### src/sv/hsfr_pkg.sv
// shared types and constants of the header sync frame receiver
package hsfr_pkg;

    // field widths fixed by the request format
    localparam int CMD_W     = 2;
    localparam int BYTE_W    = 8;
    localparam int RIDX_W    = 5;
    localparam int ST_W      = 2;
    localparam int RUN_W     = 4;
    localparam int TICK_W    = 8;
    localparam int CFG_IDX_W = 2;
    localparam int CKS_W     = 16;

    // request commands
    localparam logic [CMD_W-1:0] CMD_BYTE  = 2'd0;
    localparam logic [CMD_W-1:0] CMD_TICK  = 2'd1;
    localparam logic [CMD_W-1:0] CMD_CLEAR = 2'd2;
    localparam logic [CMD_W-1:0] CMD_READ  = 2'd3;

    // reception status codes
    localparam logic [ST_W-1:0] ST_NONE    = 2'd0;
    localparam logic [ST_W-1:0] ST_OK      = 2'd1;
    localparam logic [ST_W-1:0] ST_BADSUM  = 2'd2;
    localparam logic [ST_W-1:0] ST_TIMEOUT = 2'd3;

    // configuration register indexes
    localparam logic [CFG_IDX_W-1:0] CFG_HDR_CHAR  = 2'd0;
    localparam logic [CFG_IDX_W-1:0] CFG_HDR_COUNT = 2'd1;
    localparam logic [CFG_IDX_W-1:0] CFG_TO_LIMIT  = 2'd2;
    localparam logic [CFG_IDX_W-1:0] CFG_TO_ENABLE = 2'd3;

    // configuration reset values
    localparam logic [BYTE_W-1:0] HDR_CHAR_RST  = 8'd35;
    localparam logic [RUN_W-1:0]  HDR_COUNT_RST = 4'd5;

    // configuration register set
    typedef struct packed {
        logic [BYTE_W-1:0] hdr_char;
        logic [RUN_W-1:0]  hdr_count;
        logic [TICK_W-1:0] to_limit;
        logic              to_enable;
    } t_cfg;

    // classified request passed from front to back
    typedef struct packed {
        logic [CMD_W-1:0]  cmd;
        logic [BYTE_W-1:0] data;
        logic              is_hdr;
        logic              rd_ok;
        logic [RIDX_W-1:0] rd_idx;
    } t_op;

endpackage

### src/sv/hsfr_queue.sv
// small fifo of classified requests between front and back
module hsfr_queue
    import hsfr_pkg::*;
#(
    parameter int DEPTH = 2
) (
    input  logic i_clk,
    input  logic i_rst_n,
    input  logic i_push,
    input  t_op  i_op,
    output logic o_full,
    output logic o_valid,
    output t_op  o_op,
    input  logic i_pop
);
    localparam int PTR_W = $clog2(DEPTH);
    localparam int CNT_W = $clog2(DEPTH + 1);

    t_op              r_buf [DEPTH];
    logic [PTR_W-1:0] r_wr_ptr;
    logic [PTR_W-1:0] n_wr_ptr;
    logic [PTR_W-1:0] r_rd_ptr;
    logic [PTR_W-1:0] n_rd_ptr;
    logic [CNT_W-1:0] r_count;
    logic [CNT_W-1:0] n_count;
    logic             do_pop;

    assign o_full  = (r_count == CNT_W'(DEPTH));
    assign o_valid = (r_count != '0);
    assign o_op    = r_buf[r_rd_ptr];
    assign do_pop  = i_pop && o_valid;

    // pointer and fill count update
    always_comb begin
        n_wr_ptr = r_wr_ptr;
        n_rd_ptr = r_rd_ptr;
        n_count  = r_count;
        if (i_push) begin
            n_wr_ptr = (r_wr_ptr == PTR_W'(DEPTH - 1)) ? '0 : r_wr_ptr + 1'b1;
        end
        if (do_pop) begin
            n_rd_ptr = (r_rd_ptr == PTR_W'(DEPTH - 1)) ? '0 : r_rd_ptr + 1'b1;
        end
        if (i_push && !do_pop) begin
            n_count = r_count + 1'b1;
        end else if (!i_push && do_pop) begin
            n_count = r_count - 1'b1;
        end
    end

    always_ff @(posedge i_clk) begin
        if (!i_rst_n) begin
            r_wr_ptr <= '0;
            r_rd_ptr <= '0;
            r_count  <= '0;
        end else begin
            r_wr_ptr <= n_wr_ptr;
            r_rd_ptr <= n_rd_ptr;
            r_count  <= n_count;
        end
    end

    // entry storage
    always_ff @(posedge i_clk) begin
        if (i_push) begin
            r_buf[r_wr_ptr] <= i_op;
        end
    end
endmodule

### config.mk
export PLATFORM = sky130hd
export DESIGN_NAME = hsfr_queue
export DESIGN_NICKNAME = d
export VERILOG_FILES = /design/src/sv/hsfr_pkg.sv /design/src/sv/hsfr_queue.sv
export SDC_FILE = /design/constraint.sdc
export NUM_CORES = 1
export LEC_CHECK = 0
export BUFFER_PORTS_ARGS = -buffer_cell sky130_fd_sc_hd__buf_4
export CORE_ASPECT_RATIO = 1.2
export CORE_UTILIZATION = 45
export DETAILED_ROUTE_END_ITERATION = 10
export PLACE_DENSITY = 0.69
export SETUP_SLACK_MARGIN = 0.2
export SYNTH_ARGS = -nofsm -noshare
export SYNTH_HDL_FRONTEND = slang
export SYNTH_SLANG_ARGS = --single-unit
export TNS_END_PERCENT = 5
### constraint.sdc
create_clock -name i_clk -period 3.3 [get_ports i_clk]
set_clock_uncertainty 0.2 [all_clocks]
set_input_delay 0.99 -clock i_clk [delete_from_list [all_inputs] [get_ports i_clk]]
set_output_delay 0.99 -clock i_clk [all_outputs]
set_load 0.02 [all_outputs]
# After elaboration in Yosys (flattened, before gate mapping)
# Memories as Yosys holds them, arrays and structs flattened. A register that Yosys moved wholly into a read port is not among the register bits.
# Cells that the tools add are included.
[word_totals]
reg_bits = 4
latch_bits = 0
ramBits = 34
mem_bits_ro = 0
input_bits = 21
out_inout_bits = 19
word_cells = 24
n_memories = 1
[classes]
add_sub_neg = 4
mul = 0
div = 0
magnitude_cmp = 0
eq_ne = 1
shifts = 0
muxes = 8
n_bitwise = 0
n_reduce_logical = 7
[mem_list]
columns = ["memory", "depth", "width", "rd", "rd_clocked_by_memory_dff", "wr", "line_no", "rtl"]
rows = [
  ["r_buf", 2, 17, 1, 1, 1, "hsfr_queue.sv:19", "t_op r_buf [DEPTH];"],
]
[ops]
columns = ["cell", "count"]
rows = [
  ["two-way mux 1 bit", 6],
  ["two-way mux 2 bit", 2],
  ["nonzero test 2 bit", 2],
  ["logical AND 1 bit", 3],
  ["adder 1 bit (second input constant)", 2],
  ["adder 2 x 1 -> 2 bit (second input constant)", 1],
  ["equality test 2 bit (second input constant)", 1],
  ["logical NOT 1 bit", 2],
  ["subtractor 2 x 1 -> 2 bit (second input constant)", 1],
]

# Logic depth before layout (Yosys ltp)
# Gate-level depths: netlist of run 1.
[depth]
ltp_word = 5
depth_mapped = 5

# Worst setup path after synthesis of run 1
# OpenSTA, ideal clock, no wires.
[synth_path]
path_kind = "input to register"
from = "in i_push"
to = "mem r_buf[0][0] (netlist name), enable pin"
setup_time_ps = 394
arrival_ps = 1828
t_required_ps = 2706
setup_slack_ps = 878
cell_stages = 1
path_buffers = 0
cell_sequence = "nor2b_1"
[synth_via]
elab_chain_cells = 2
[synth_lines]
columns = ["element", "line_no", "rtl"]
rows = [
  ["start: declaration", "hsfr_queue.sv:9", "input logic i_push,"],
  ["two-way mux 1 bit", "hsfr_queue.sv:65", "if (i_push) begin"],
  ["two-way mux 1 bit (implied by the code)", "hsfr_queue.sv:66", "r_buf[r_wr_ptr] <= i_op;"],
  ["end: declaration", "hsfr_queue.sv:19", ""],
]
# No other way between the ends.

==> reports/metrics.yaml, run 1 <==
drive_above_1_share: 0.545
cts_tree: "yes"
synth_commonest_cells: "edfxtp_1, mux2_2, dfxtp_1"
wl_per_cell_um: 14.8
path_buf_inv: 1
syn_area_um2: 1450
drtPass1Iterations: 4
hold_path_class: "flop to flop"
setup_tns_ns: 0
dp_slack_ns: 0.725
cts_made_buffers: 5
crit_path_start_kind: "flop"
syn_inst: 75
max_freq_mhz: 341
insertion_delay_ns: 0.34
coreArea_um2: 3060
status: "finished clean"
dp_hpwl_um: 1590
clock_sinks: 39
fin_area_um2: 1860
pin_count: 40
slew_viol_final: 0
start_util: 0.473
die_y_um: 64.1
dpl-instance-area_um2: 1780
grt_pass1_vias: 824
ir_drop_v: 0.000468
clkTransAtPathRegs_ns: 0.11
antenna_found_initial: 0
hold_buffers: 0
grt_pass1_wl_um: 3640
htreeDepth: 2
ys_seq_elements: 39
overflow: 0
layout_setup_ws_ns: 0.365
worst_pin_slew_ns: 0.818
routed_wl_um: 2330
pwr_density_cell_nw_per_um2: 719
crit_fanout: 17
crit_path_cell_trace: "mux2_2 > buf_4"
hold_viol_final: 0
die_area_um2: 3440
fillers: 251
synth_area_leaders: "edfxtp_1, mux2_2, dfxtp_1"
endpoint_kind: "output port"
synth_adder_area_share: 0.00866
synth_top_family_by_area: "multiplexers"
gp_congestion: 0.700
grt_use_total: 0.159
syn_area_per_cell_um2: 19.3
placedCellCount: 149
grt_max_degree: 18
area_delta_synth_final_pct: 28.5
min_period_ns: 2.94
detail-route-antenna-nets: 0
synth_edf_count: 34
yosysSeqAreaShare: 0.776
ys.flop_type: "edfxtp_1"
post-route-period-util: 0.890
critical-path-top-delay-family: "flip-flops"
async_flop_share: 0
synth_top_area_share: 0.706
slew_headroom: 0.455
portBuffers: 39
finalSetupViolations: 0
cts_setup_buffers: 0
yosys.area_share.simple: 0.0390
cts_resized: 0
synth.distinct_cells: 16
muxShareOfSynthArea: 0.132
max_cap_violations: 0
cp.required_ns: 2.11
stdcell_count: 157
yosysMostFrequentCell: "edfxtp_1"
max_stage_delay_ns: 0.82
slowest_stage: "dfxtp_1"
synth_fp_nets: 97
root_buffer: "clkbuf_4"
ys_warn_count: 0
drc: 0
fp-row-count: 22
antenna_cells: 0
die_w_um: 53.7
path_class: "flop to output port"
via_per_inst: 4.94
rsz0062_at_grt: "no"
first_iter_violations: 15
vias: 775
synth_top_area_cell: "edfxtp_1"
worstPathArrival_ns: 1.75
finalNetCount: 142
p_leak_nw: 0.708
synth_xor_area_frac: 0.0182
clock_path_buffers: 2
synth_compound_area_frac: 0.0173
-- per-stage QoR --
stage / hold WS, ns / power [mW] / utilization
global route: 0.359 / 1.40 / 0.608
floorplan: 0.274 / 0.896 / -
global placement: 0.292 / 1.03 / 0.583
CTS: 0.340 / 1.35 / 0.608
finish: 0.335 / 1.34 / 0.608
detailed placement: 0.322 / 1.04 / 0.583
-- worst min-delay path, delay by kind of cell (launching register included) --
family,cells,cell delay [ns]
DFF,1,0.36
AOI/OAI and AO/OA,2,0.14
-- layout make-up --
cell class / instances / area [µm²] / area share
Sequential cell: 39 / 1120 / 0.604
Tap cell: 36 / 45.0 / 0.0243
Timing Repair Buffer: 40 / 300 / 0.162
Clock inverter: 3 / 38.8 / 0.0209
Clock buffer: 5 / 37.5 / 0.0202
Multi-Input combinational cell: 34 / 314 / 0.169
-- report_power, final --
group          internal, mW  total (mW)  switching (mW)
registers             0.583       0.639          0.0560
logic                 0.213       0.391           0.178
clock network         0.156       0.306           0.150
total                 0.952        1.34           0.384
-- sequential cells by signal, indices dropped and copies added, names as in the netlist, named ones only --
name and count:
r_count 2, r_rd_ptr 1, r_wr_ptr 1, r_buf 34
-- path summary, 6_finish.rpt --
| kind | slack [ns] | cells after the start | from | end |
|---|---|---|---|---|
| max | 0.36 | 2 | flop | o_op[1] |
| min | 0.34 | 2 | r_count[1] | r_count[1] |
| max reg2reg | 1.67 | 4 | r_count[0] | r_count[1] |
| min reg2reg | 0.34 | 2 | r_count[1] | r_count[1] |
-- per-layer routing --
layer | up-vias | wire, µm | GRT usage
met1 | 363 | 952 | 0.173
met2 | 33 | 1180 | 0.253
met5 | - | 0 | 0
li1 | 374 | - | -
met4 | 0 | 37 | 0.0592
met3 | 5 | 160 | 0.0857
-- placed cells by master, fill, tap and decap left out --
| cell | Yosys | final |
|---|---|---|
| o21ai_0 | 1 | 1 |
| clkinv_2 | 0 | 1 |
| bufinv_16 | 0 | 1 |
| nor2b_1 | 3 | 2 |
| clkbuf_4 | 0 | 5 |
| edfxtp_1 | 34 | 34 |
| a21boi_1 | 1 | 1 |
| and2_1 | 4 | 4 |
| xnor2_1 | 2 | 2 |
| or2_2 | 1 | 1 |
| dfxtp_1 | 5 | 5 |
| o21a_1 | 1 | 1 |
| xor2_1 | 1 | 1 |
| buf_4 | 1 | 40 |
| ha_1 | 1 | 1 |
| mux2_2 | 17 | 17 |
| o21ai_1 | 1 | 1 |
| or3_1 | 1 | 1 |
| clkinv_1 | 0 | 1 |
| nor2b_2 | 0 | 1 |
-- logic make-up after synthesis --
| logic type | Yosys count |
|---|---|
| simple gates | 9 |
| flops | 39 |
| compound gates | 4 |
| xor+xnor | 3 |
| buf+inv | 2 |
| fa+ha+maj | 1 |
| mux | 17 |
Power figures use the tool's default switching activity.
==> inputs of run 2 (changes only) <==
CTS_BUF_LIST = sky130_fd_sc_hd__clkbuf_2   (was not set)
==> reports/metrics.yaml, run 2 (synthesis results as in run 1) <==
overflow: 0  # unchanged
clockPowerShare: 0.211  # -0.018
max_stage_delay_ns: 0.62  # -0.20 ns
first_iter_violations: 19  # +4
wl_per_cell_um: 14.8  # -0.39%
min_period_ns: 2.75  # -0.182 ns
final_util: 0.604  # -0.00369
path_buf_inv: 1  # unchanged
hold_path_class: "flop to flop"
die_w_um: 53.7  # unchanged
r2r-start: "r_count[0]"
max_freq_mhz: 363  # +6.6%
stdcell_count: 157  # unchanged
post-route-period-util: 0.834  # -0.0552
grt_max_degree: 18  # unchanged
path_class: "flop to output port"
largestRegisters: "r_buf: 34 flops, r_count: 2 flops"
final_common_cell: "buf_4"
gp_congestion: 0.700  # unchanged
pwr_density_cell_nw_per_um2: 708  # -1.6%
root_buffer: "clkbuf_2"
htreeDepth: 2  # unchanged
clkTransAtPathRegs_ns: 0.19  # +0.08 ns
setup_tns_ns: 0  # unchanged
slowest_stage: "dfxtp_2"
finalNetCount: 142  # unchanged
grt_pass1_vias: 824  # unchanged
globalRouteMet1Util: 0.167  # -0.00538
hold_ws_ns: 0.346  # +0.0110 ns
max_cap_violations: 0  # unchanged
min_to: "r_count[1]"
coreArea_um2: 3060  # unchanged
area_delta_synth_final_pct: 27.7
reg2reg_slack_ns: 1.66  # about the same
rr_endpoint: "r_count[1]"
p_leak_nw: 0.706  # -0.26%
endpoint_kind: "output port"
grt_pass1_wl_um: 3620  # -0.39%
largest_reg_flops: 34  # unchanged
drive_above_1_share: 0.554  # +0.00826
slew_headroom: 0.456  # +0.00119
use_met3: 0.0857  # unchanged
critical-path-top-delay-family: "flip-flops"
drtPass1Iterations: 4  # unchanged
power.switching_mw: 0.385  # +0.34%
cts_made_buffers: 5  # unchanged
cp.required_ns: 2.11  # about the same
cts_tree: "yes"
crit_path_cell_trace: "mux2_2 > buf_4"
antenna_cells: 0  # unchanged
detail-route-antenna-nets: 0  # unchanged
worstPathArrival_ns: 1.56  # -0.19 ns
ir_drop_v: 0.000468  # about the same
die_area_um2: 3440  # unchanged
routed_wl_um: 2320  # -0.39%
placedCellCount: 149  # unchanged
p_int_mw: 0.922  # -3.2%
finalSetupViolations: 0  # unchanged
slew_viol_final: 0  # unchanged
hold_viol_final: 0  # unchanged
antenna_found_initial: 0  # unchanged
status: "finished clean"
grt_util_met2: 0.255  # +0.00154
fp-row-count: 22  # unchanged
via_per_inst: 4.96  # +0.52%
rsz0062_at_grt: "no"
rr_worst_depth: 4  # unchanged
clock_sinks: 39  # unchanged
dp_hpwl_um: 1590  # unchanged
swShare: 0.294  # +0.00738
worst_pin_slew_ns: 0.816  # -0.00178 ns
crit_path_start_kind: "flop"
drc: 0  # unchanged
insertion_delay_ns: 0.38  # +0.04 ns
pin_count: 40  # unchanged
start_util: 0.473  # unchanged
holdPathStages: 2  # unchanged
regMostFlops: "r_buf"
hp-start: "r_count[1]"
clock_path_buffers: 2  # unchanged
grt.busiest_layer: "met2"
sequentialPowerShare: 0.490  # +0.011
vias: 779  # +0.52%
power_mw: 1.31  # -2.2%
grt_use_total: 0.158  # -0.00113
die_y_um: 64.1  # unchanged
crit_fanout: 17  # unchanged
pwr-share-comb: 0.299  # +0.006
final_cell_mix: "buf_4, edfxtp_1, mux2_2"
portBuffers: 39  # unchanged
## run 2: routing by layer
| metal | vias to the layer above | share of wire |
|---|---|---|
| met2 | 33 | 0.51 |
| met4 | 0 | 0.018 |
| met5 | - | 0 |
| li1 | 371 | - |
| met1 | 370 | 0.40 |
| met3 | 5 | 0.070 |
## run 2: area by class of cell
cell class	instances	area [µm²]
repair buffers	40	300
flip-flops and latches	39	1120
clock inverters	3	38.8
fillers	247	1210
well taps	36	45.0
multi-input cells	34	314
clock buffers	5	25.0
## run 2: how the worst max path moves through the flow
stage / end / cells past startpoint / startpoint / slack, ns
global placement: o_op[1] / 2 / flop / 0.71
detailed placement: o_op[1] / 2 / flop / 0.72
floorplan: r_buf[0][0] / 1 / i_push / 0.88
finish: o_op[1] / 2 / flop / 0.55
CTS: o_op[1] / 2 / flop / 0.23
global route: o_op[5] / 2 / flop / 0.43
## run 2: what timing repair did
action | CTS | global route
buffers inserted | 0 | 0
resized for setup | 0 | 1
endpoints found under the setup margin | 0 | 17
hold buffers | 0 | 0
## run 2: worst reg2reg max path, cell delays in order, from the launching register on
cell	delay, ns
dfxtp_1	0.40
o21ai_1	0.21
ha_1	0.30
or3_1	0.35
a21boi_1	0.14
## run 2: metrics by stage
| stage | instance area (µm²) | setup WS [ns] |
|---|---|---|
| after floorplan | 1450 | 0.878 |
| after global placement | 1780 | 0.708 |
| after detailed placement | 1780 | 0.725 |
| after CTS | 1840 | 0.227 |
| after global routing | 1850 | 0.433 |
| final | 1850 | 0.547 |
## run 2: power groups by stage
| stage | registers (mW) | logic, mW | clock network [mW] |
|---|---|---|---|
| 5_1_grt | 0.650 | 0.416 | 0.304 |
| 4_1_cts | 0.642 | 0.395 | 0.286 |
| 3_5_place_dp | 0.652 | 0.393 | 0 |
| 6_report | 0.641 | 0.390 | 0.276 |
| 3_3_place_gp | 0.650 | 0.384 | 0 |
| 2_1_floorplan | 0.612 | 0.283 | 0 |
==> inputs of run 3 (changes only) <==
PLACE_DENSITY = 0.72   (was 0.69)
clock period = 2.5 ns   (was 3.3 ns; I/O delays follow)
==> reports/metrics.yaml, run 3 (synthesis results as in run 1) <==
status: "finished clean"
worstSetupEndpoint: "o_op[15]"
pwr_density_cell_nw_per_um2: 920  # +30%
rsz0062_at_grt: "yes"
fillers: 218  # -12%
vias: 798  # +2.4%
grt_use_total: 0.163  # +0.00554
cts_made_buffers: 5  # unchanged
coreArea_um2: 3060  # unchanged
via_per_inst: 4.96  # -0.11%
hold_ws_ns: 0.335  # -0.0112 ns
cp.required_ns: 1.55  # -0.56 ns
use_met3: 0.0738  # -0.0119
p_int_mw: 1.31  # +42%
clockPowerShare: 0.142  # -0.069
sequentialPowerShare: 0.443  # -0.047
crit_path_cell_trace: "clkbuf_16 > mux2_4 > buf_6"
cts_tree: "yes"
rr_endpoint: "r_count[1]"
die_w_um: 53.7  # unchanged
routed_wl_um: 2570  # +11%
die_y_um: 64.1  # unchanged
pwr-share-comb: 0.415  # +0.116
layout_setup_ws_ns: 0.160  # -0.387 ns
htreeDepth: 2  # unchanged
setup_tns_ns: 0  # unchanged
min_period_ns: 2.34
drive_above_1_share: 0.576  # +0.0223
antenna_cells: 0  # unchanged
path_class: "flop to output port"
clkTransAtPathRegs_ns: 0.19  # about the same
portBuffers: 39  # unchanged
max_cap_violations: 0  # unchanged
clock_path_buffers: 2  # unchanged
pin_count: 40  # unchanged
grt_pass1_wl_um: 3780  # +4.4%
finalNetCount: 146  # +2.8%
overflow: 0  # unchanged
critical_path_depth: 3  # +1
power.switching_mw: 0.553  # +44%
endpoint_kind: "output port"
fp-row-count: 22  # unchanged
hold_path_class: "primary input to flop"
largestRegisters: "r_buf: 34 flops, r_count: 2 flops"
max_stage_delay_ns: 0.43  # -0.19 ns
hold_viol_final: 0  # unchanged
hold_buffers: 0  # unchanged
max_freq_mhz: 427
slew_viol_final: 0  # unchanged
crit_path_start_kind: "flop"
reg2reg_slack_ns: 0.85  # -0.81 ns
detail-route-antenna-nets: 0  # unchanged
p_leak_nw: 0.815  # +15%
gp_congestion: 0.635  # -9.3%
largest_reg_flops: 34  # unchanged
rr_worst_depth: 4  # unchanged
slowest_stage: "dfxtp_4"
grt_pass1_vias: 833  # +1.1%
crit_fanout: 4  # -13
root_buffer: "clkbuf_2"
wl_per_cell_um: 16.0  # +8.2%
insertion_delay_ns: 0.38  # about the same
clock_sinks: 39  # unchanged
die_area_um2: 3440  # unchanged
drtPass1Iterations: 4  # unchanged
drc: 0  # unchanged
path_buf_inv: 2  # +1
swShare: 0.297  # +0.00206
antenna_found_initial: 0  # unchanged
grt_max_degree: 19  # +1
grt.busiest_layer: "met2"
post-route-period-util: 0.936
final_common_cell: "edfxtp_1"
globalRouteMet1Util: 0.188  # +0.0213
slew_headroom: 0.735  # +0.279
worst_pin_slew_ns: 0.397  # -0.419 ns
critical-path-top-delay-family: "flip-flops"
area_delta_synth_final_pct: 40.3
worstPathArrival_ns: 1.39  # -0.17 ns
regMostFlops: "r_buf"
first_iter_violations: 24  # +5
ir_drop_v: 0.000587  # +25%
dp_hpwl_um: 1590  # +0.14%
r2r-start: "r_count[0]"
start_util: 0.473  # unchanged
final_cell_mix: "edfxtp_1, buf_4, mux2_4, buf_6, clkbuf_2"
finalSetupViolations: 0  # unchanged
grt_util_met2: 0.252  # -0.00309
power_mw: 1.87  # +43%
dp_slack_ns: 0.436  # -0.289 ns
## run 3: cell types whose count changed in the layout (fill, tap and decap cells not counted), moves of 3 or more
cell and delta:
buf_6 +17, buf_4 -16, clkbuf_2 +3, mux2_4 +17, mux2_2 -17
## run 3: stage by stage
stage,area (µm²),cells,utilization
5_1_grt,2030,161,0.663
4_1_cts,1870,160,0.613
6_report,2030,161,0.663
2_1_floorplan,1450,75,-
3_5_place_dp,1800,151,0.588
3_3_place_gp,1800,151,0.588
## run 3: worst register-to-register path: stages (launching register included)
cell	delay [ns]
dfxtp_1	0.47
o21ai_1	0.13
ha_1	0.33
or3_1	0.35
a21boi_1	0.15
## run 3: layout make-up
class / instances / area [µm²] / share of cell area
sequential: 39 / 1120 / 0.555
timing repair buffer: 44 / 439 / 0.217
multi-input combinational: 34 / 378 / 0.186
tap: 36 / 45.0 / 0.0222
clock buffer: 8 / 40.0 / 0.0198
## run 3: power groups by stage
| stage | clock network (mW) | logic, mW | registers [mW] |
|---|---|---|---|
| after CTS | 0.278 | 0.626 | 0.818 |
| after floorplan | 0 | 0.374 | 0.808 |
| after global routing | 0.307 | 0.821 | 0.835 |
| after detailed placement | 0 | 0.574 | 0.817 |
| final | 0.265 | 0.773 | 0.827 |
| after global placement | 0 | 0.563 | 0.813 |
## run 3: layer usage
layer | part of all wire | vias up
met3 | 0.051 | 7
met1 | 0.40 | 390
met2 | 0.53 | 23
met4 | 0.020 | 0
li1 | - | 378
met5 | 0 | -
## run 3: worst min path at each step
stage | from | endpoint | depth (start not counted)
after floorplan | r_count[1] | r_count[1] | 2
after global placement | r_count[1] | r_count[1] | 2
after detailed placement | r_count[1] | r_count[1] | 2
after CTS | i_op[3] | r_buf[1][3] | 1
after global routing | i_op[3] | r_buf[1][3] | 1
final | i_op[16] | r_buf[0][16] | 1
## run 3: repair_timing
| item | 4_1_cts | 5_1_grt |
|---|---|---|
| cloned | 1 | 1 |
| endpoints found under the setup margin | 17 | 17 |
| buffers inserted | 0 | 0 |
| resized for setup | 5 | 34 |
